## config.mk

```make
export PLATFORM = sky130hd
export DESIGN_NAME = pccal_round
export DESIGN_NICKNAME = d
export VERILOG_FILES = /design/src/design/pccal_pkg.sv /design/src/design/pccal_round.sv
export SDC_FILE = /design/constraint.sdc
export NUM_CORES = 1
export LEC_CHECK = 0
export BUFFER_PORTS_ARGS = -buffer_cell sky130_fd_sc_hd__buf_4
export CORE_AREA = 5 5 197 142
export DETAILED_ROUTE_END_ITERATION = 8
export DIE_AREA = 0 0 202 147
export PLACE_DENSITY = 0.44
export SLEW_MARGIN = 20
export SYNTH_ARGS = -nofsm -noshare
export SYNTH_HDL_FRONTEND = slang
export SYNTH_SLANG_ARGS = --single-unit
```

## constraint.sdc

```tcl
create_clock -name clk -period 5.19 [get_ports clk]
set_input_delay 1.038 -clock clk [delete_from_list [all_inputs] [get_ports clk]]
set_output_delay 1.038 -clock clk [all_outputs]
set_load 0.01 [all_outputs]
```

## src/design/pccal_pkg.sv

```systemverilog
// Shared types, codes and constants for the per-channel polynomial calibration block.
// Used by every module of the block and by its port checker.
package pccal_pkg;

    // Fixed field widths
    localparam int DET_W     = 4;
    localparam int STRIP_W   = 6;
    localparam int CHAN_W    = STRIP_W + 1;
    localparam int RAW_W     = 16;
    localparam int COEF_W    = 48;
    localparam int RES_W     = 48;
    localparam int CFG_IDX_W = 2;
    localparam int CFG_DAT_W = 2;

    // Coefficient split used for the wide products
    localparam int HALF_W    = COEF_W / 2;
    localparam int X2_W      = 2 * RAW_W;
    localparam int X3_W      = 3 * RAW_W;

    // Accumulator: cube term is 96 bits signed, four terms summed
    localparam int ACC_W     = 100;

    // Default parameter values
    localparam int DEF_NUM_DETECTORS    = 8;
    localparam int DEF_NUM_STRIPS       = 32;
    localparam int DEF_COEFF_FRAC_BITS  = 40;
    localparam int DEF_RESULT_FRAC_BITS = 16;

    // Strip weave constants
    localparam int WEAVE_DET_LIMIT = 4;   // detectors below this are board-interleaved
    localparam int WEAVE_OFFSET    = 16;  // upper half of a board
    localparam int BACK_DET        = 4;   // detector with back-side reversal
    localparam int BACK_STRIPS     = 8;   // strips reversed on the back side
    localparam int BACK_TOP        = 7;   // highest reversed strip

    // Saturation limits
    localparam logic [RES_W-1:0] RES_MAX = {1'b0, {(RES_W-1){1'b1}}};
    localparam logic [RES_W-1:0] RES_MIN = {1'b1, {(RES_W-1){1'b0}}};

    // Configuration register indexes
    localparam logic [CFG_IDX_W-1:0] CFG_POLY_ORDER  = 2'd0;
    localparam logic [CFG_IDX_W-1:0] CFG_WEAVE       = 2'd1;
    localparam logic [CFG_IDX_W-1:0] CFG_BACK_WEAVE  = 2'd2;

    // Polynomial orders
    localparam logic [1:0] ORDER_NONE   = 2'd0;
    localparam logic [1:0] ORDER_LINEAR = 2'd1;
    localparam logic [1:0] ORDER_SQUARE = 2'd2;
    localparam logic [1:0] ORDER_CUBE   = 2'd3;

    typedef enum logic [1:0] {
        OP_LOAD   = 2'd0,
        OP_ENERGY = 2'd1,
        OP_TIME   = 2'd2,
        OP_NONE   = 2'd3
    } op_t;

    typedef enum logic [1:0] {
        ST_OK    = 2'd0,
        ST_RANGE = 2'd1,
        ST_REMAP = 2'd2,
        ST_SAT   = 2'd3
    } status_t;

    // Per-item control carried down the pipeline
    typedef struct packed {
        logic    calc;      // result comes from the arithmetic
        status_t status;    // status when calc is low
        logic    energy;    // polynomial, else time
        logic    use_sq;
        logic    use_cube;
    } ctl_t;

    // One table entry
    typedef struct packed {
        logic [COEF_W-1:0] intercept;
        logic [COEF_W-1:0] slope;
        logic [COEF_W-1:0] square;
        logic [COEF_W-1:0] cube;
    } coef_entry_t;

endpackage

```

## src/design/pccal_round.sv

```systemverilog
// Rounding to the result scale, saturation and the output register.
// Depends on pccal_pkg.
module pccal_round #(
    parameter int COEFF_FRAC_BITS  = pccal_pkg::DEF_COEFF_FRAC_BITS,
    parameter int RESULT_FRAC_BITS = pccal_pkg::DEF_RESULT_FRAC_BITS
) (
    input  logic                              clk,
    input  logic                              rst_n,
    input  logic                              adv,
    input  logic                              acc_valid,
    input  pccal_pkg::ctl_t                   acc_ctl,
    input  logic signed [pccal_pkg::ACC_W-1:0] acc,
    output logic                              out_valid,
    output logic [pccal_pkg::RES_W-1:0]        calibrated,
    output logic [1:0]                        status
);
    import pccal_pkg::*;

    localparam int SHIFT = COEFF_FRAC_BITS - RESULT_FRAC_BITS;
    localparam int RSH   = (SHIFT > 0) ? SHIFT : 0;
    localparam int LSH   = (SHIFT < 0) ? -SHIFT : 0;
    localparam int SW    = ACC_W + LSH + 1;

    localparam logic [SW-1:0]        ONE  = SW'(1);
    localparam logic signed [SW-1:0] HALF = $signed((ONE << RSH) >> 1);

    // Stage 7: round half up and rescale
    logic                 v7_reg;
    ctl_t                 ctl7_reg;
    logic signed [SW-1:0] scaled_reg;
    logic signed [SW-1:0] rounded;
    logic signed [SW-1:0] scaled_next;

    assign rounded     = SW'(acc) + HALF;
    assign scaled_next = (rounded >>> RSH) <<< LSH;

    always_ff @(posedge clk)
    begin
        if (adv)
        begin
            ctl7_reg   <= acc_ctl;
            scaled_reg <= scaled_next;
        end
    end

    // Stage 8: saturate into the output register
    logic [SW-RES_W:0]  top_bits;
    logic               fits;
    logic [RES_W-1:0]   calibrated_reg;
    logic [RES_W-1:0]   calibrated_next;
    status_t            status_reg;
    status_t            status_next;
    logic               out_valid_reg;

    assign top_bits = scaled_reg[SW-1:RES_W-1];
    assign fits     = (&top_bits) || !(|top_bits);

    always_comb
    begin
        if (!ctl7_reg.calc)
        begin
            calibrated_next = '0;
            status_next     = ctl7_reg.status;
        end
        else if (fits)
        begin
            calibrated_next = scaled_reg[RES_W-1:0];
            status_next     = ST_OK;
        end
        else
        begin
            calibrated_next = scaled_reg[SW-1] ? RES_MIN : RES_MAX;
            status_next     = ST_SAT;
        end
    end

    always_ff @(posedge clk)
    begin
        if (adv)
        begin
            calibrated_reg <= calibrated_next;
            status_reg     <= status_next;
        end
    end

    always_ff @(posedge clk or negedge rst_n)
    begin
        if (!rst_n)
        begin
            v7_reg        <= 1'b0;
            out_valid_reg <= 1'b0;
        end
        else if (adv)
        begin
            v7_reg        <= acc_valid;
            out_valid_reg <= v7_reg;
        end
    end

    assign out_valid  = out_valid_reg;
    assign calibrated = calibrated_reg;
    assign status     = status_reg;

endmodule

```

Yosys cells after proc, flatten, opt, wreduce, memory -nomap -nowiden --
Index checks and enable logic that the tools add are counted.
Cells by class: magnitude comparators 0, add/sub/neg operators 1, shifts and indexed selects 0, reductions and logical operators 4, divide/modulo/power cells 0, bitwise operators 0, $mul 0, eq/ne operators 0, multiplexer cells 4
Operator list (number):
- 100-bit by 25-bit adder with 101-bit output, second input constant | 1
- 48-bit 2-to-1 mux | 2
- 54-bit AND reduction | 1
- 54-bit OR reduction | 1
- 2-bit 2-to-1 mux | 2
- 1-bit logical NOT | 1
- 1-bit logical OR | 1
Storage, ports and cells: bits in writable memories 0, output and inout port bits 51, logic and storage cells 16, register bits after elaboration 132, input port bits 110, bits in latches 0, bits in read-only memories 0, memories 0

Logic depth before layout (Yosys ltp) --
word-level depth 5, depth in mapped cells 7, gate-level depth less buffers 6

Least setup slack after synthesis --
OpenSTA, ideal clock, no wires.
kind in2reg, from in acc[23] in the netlist's numbering, to reg scaled_reg[53], data pin, arrival time 2.342 ns, path slack 2.577 ns, setup time 0.271 ns, buffers on the path 1, required time 4.919 ns, stages on the path 7, cell sequence ha_1 > and4_1 > nor3b_2 > buf_4 > nand4_2 > nor4_1 > xor2_1
Between the ends: longest elaborated chain between the ends 1
Ends and longest elaborated chain:
- from (decl) | RTL line pccal_round.sv:12 | input logic signed [pccal_pkg::ACC_W-1:0] acc,
- 100-bit by 25-bit adder with 101-bit output | RTL line pccal_round.sv:34 | assign rounded = SW'(acc) + HALF;
- named net rounded[77] | RTL line pccal_round.sv:31 | logic signed [SW-1:0] rounded;
- to (signal assigned) | RTL line pccal_round.sv:42 | scaled_reg <= scaled_next;
- to (decl) | RTL line pccal_round.sv:30 | logic signed [SW-1:0] scaled_reg;
The timed path passes the listed nets, and every way through them passes these cells. A chain may end at the register's enable or synchronous reset.

Worst setup path after layout --
from in acc[28] in the netlist's numbering, to reg scaled_reg[66], data pin
The elaborated chain is that of the path after synthesis.

==> flow_summary_export.csv <==
group,metric,value,unit
status,status,"completed",
clock_tree,hold_buffers,0,
sta,hold_viol_final,0,
cells_and_area,layout_common_cells,"140 x buf_4, 130 x edfxtp_1, 47 x a21boi_0, 47 x o21a_1",
setup_path,critPathLaunchType,"input port",
logic_synthesis,syn_avg_cell_area,12.3,µm²
setup_path,cp.arrival,3.28,ns
logic_synthesis,synth.top_cell.area_share,0.588,
sta,fin_crit_sh,0.603,
cells_and_area,area_delta_synth_final,29.7,%
logic_synthesis,ys_seq_area_frac,0.596,
sta,period_needed,3.13,ns
clock_tree,post_cts_buffers,0,
floorplanning,coreArea,26100,µm²
floorplanning,die_y,147,µm
sta,finalSetupViolCount,0,
power_and_ir_drop,total_power,2.82,mW
logic_synthesis,synth.area.top_cells,"edfxtp_1 59%, a21boi_0 5.3%, o21a_1 5.3%",
logic_synthesis,yosys_warnings,0,
power_and_ir_drop,power_leakage,3.10,nW
setup_path,cp_data_required_time,5.34,ns
clock_tree,cts_tree,"built",
power_and_ir_drop,p_comb_frac,0.095,
setup_path,cp_top_family,"simple AND/OR/NAND/NOR gates",
logic_synthesis,synthArstFlopShare,0.0152,
power_and_ir_drop,p_clk_frac,0.446,
clock_tree,numCtsBuffers,17,
sta,drv_slew,0,
sta,setup_tns,0,ns
floorplanning,ios,161,
floorplanning,die-area,29700,µm²
detailed_routing,drc,0,
detailed_routing,drtIter0Drc,307,
global_route,grt-ovfl-total,0,
clock_tree,clock_latency,0.42,ns
clock_tree,cts_buffer_depth,2,
place,dp_hpwl,12800,µm
clock_tree,h-tree-depth,4,
cells_and_area,diodes,0,
sta,max_slew.worst_pin.slew,1.05,ns
setup_path,crit_buf_inv,1,
setup_path,crit_chain,"buf_4 -> nand4_1 -> nor2_1 -> nand4_1 -> nor4_1 -> xor2_1",
power_and_ir_drop,ir_drop,0.209,mV
logic_synthesis,synth_edf_count,130,
global_route,grtUsageTotal,0.123,
setup_path,crit_type,"in -> reg",
setup_path,crit_path_max_incr_delay,0.82,ns
detailed_routing,wirelength,18100,µm
global_route,grt_pass1_vias,4915,
detailed_routing,viasPerCell,4.66,
global_route,grt_max_degree,79,
power_and_ir_drop,p_switching,0.624,mW
place,place_congestion,0.860,
cells_and_area,drive_above_1_share,0.265,
job,cap_violations,0,
cells_and_area,final_common_cell,"buf_4",
place,portBuffers,134,
cells_and_area,multi_input_area,2490,µm²
cells_and_area,nFillCells,2619,
global_route,grt_pass1_wl,28700,µm
logic_synthesis,syn_area,6630,µm²
floorplanning,row_count,50,
sta,max_slew_margin,0.297,
global_route,antenna_found_initial,0,
power_and_ir_drop,power_density,327,nW/µm²
clock_tree,postCtsResizedCells,0,
cells_and_area,largest_reg_flops,77,
detailed_routing,vias,4761,
logic_synthesis,synth-seq-cells,132,
detailed_routing,ant_nets,0,
setup_path,slowest_stage,"nand4_1",
cells_and_area,register_area,3950,µm²
clock_tree,root_buffer,"clkbuf_16",
logic_synthesis,synth_cell_types,34,
logic_synthesis,syn_inst,539,
power_and_ir_drop,p_int,2.19,mW
setup_path,end_kind,"flop",
sta,finalClockSkew,0.0160,ns
logic_synthesis,yosys.area.top_type,"edfxtp_1",
floorplanning,die_width,202,µm
clock_tree,clock_sinks,132,
clock_tree,cts.clk_slew.worst_paths,0.06,ns
logic_synthesis,mappedNetlistNets,650,
power_and_ir_drop,swShare,0.222,
sta,fmax,0.320,GHz
floorplanning,start_util,0.254,
logic_synthesis,synth_flop_cell,"edfxtp_1",
setup_path,path_common_cell,"nand4_1",
setup_path,cp_max_fo,12,
power_and_ir_drop,p_seq_frac,0.459,
cells_and_area,fin_util,0.330,
detailed_routing,drt_first_pass_iters,5,
hold_path,hold_class,"in -> async",
cells_and_area,nets,782,
sta,rsz0062_at_grt,"no",
detailed_routing,routedWlPerCell,17.7,µm
==> stage by stage <==
step / hold slack, ns / area [µm²] / std cells / setup WS (ns)
2_1_floorplan: 0.475 / 6630 / 539 / 2.58
3_3_place_gp: 0.484 / 7990 / 990 / 1.71
3_5_place_dp: 0.502 / 7990 / 990 / 1.68
4_1_cts: 0.360 / 8600 / 1021 / 2.13
5_1_grt: 0.367 / 8600 / 1021 / 1.91
6_report: 0.386 / 8600 / 1021 / 2.06
==> path summary, 6_finish.rpt <==
path,cells after the start,slack [ns],from,endpoint
hold / removal,1,0.39,rst_n,out_valid
min in group clk,1,0.51,v7_reg,v7_reg
setup / recovery,6,2.06,acc[28],scaled_reg[66]
max in group asynchronous,1,4.72,rst_n,v7_reg
setup reg to reg,5,2.81,scaled_reg[61],calibrated[44]
hold reg to reg,1,0.51,v7_reg,v7_reg
==> layer usage <==
metal	global-route usage	wire, µm	vias to the layer above	part of all wire
li1	-	-	2305	-
met4	0.0376	255	0	0.014
met2	0.179	7810	156	0.43
met1	0.177	8950	2283	0.49
met5	0	0	-	0
met3	0.0340	1060	17	0.059
==> cells in the mapped netlist (all sizes together), types with 19 or more instances <==
cell type and n:
xor2 36, edfxtp 130, nor2 23, nand2 30, o21a 47, clkbuf 19, a21boi 47, nor4 25
nor3 23, xnor2 39, nand3 30, nand4 41
==> power groups by stage <==
stage	sequential [mW]	clock, mW	combinational, mW
after floorplan	1.32	0	0.0927
after global placement	1.31	0	0.268
after detailed placement	1.32	0	0.270
after CTS	1.29	1.30	0.272
after global routing	1.30	1.34	0.292
final	1.29	1.26	0.268
==> final cells by class <==
type | instances | share of cell area
flip-flops and latches | 132 | 0.460
multi-input cells | 366 | 0.290
repair buffers | 141 | 0.125
clock buffers | 17 | 0.0495
well taps | 338 | 0.0492
clock inverters | 14 | 0.0215
inverters | 13 | 0.00567
==> cell families (layout without fill, tap and decap cells) <==
| logic type | after synthesis | count (layout) | share of synthesized area |
|---|---|---|---|
| compound gates | 97 | 97 | 0.109 |
| xor+xnor | 75 | 75 | 0.0990 |
| fa+ha+maj | 1 | 1 | 0.00189 |
| buf+inv | 41 | 185 | 0.0281 |
| flops | 132 | 132 | 0.596 |
| mux | 2 | 2 | 0.00339 |
| simple gates | 191 | 191 | 0.162 |
Power figures use the tool's default switching activity.
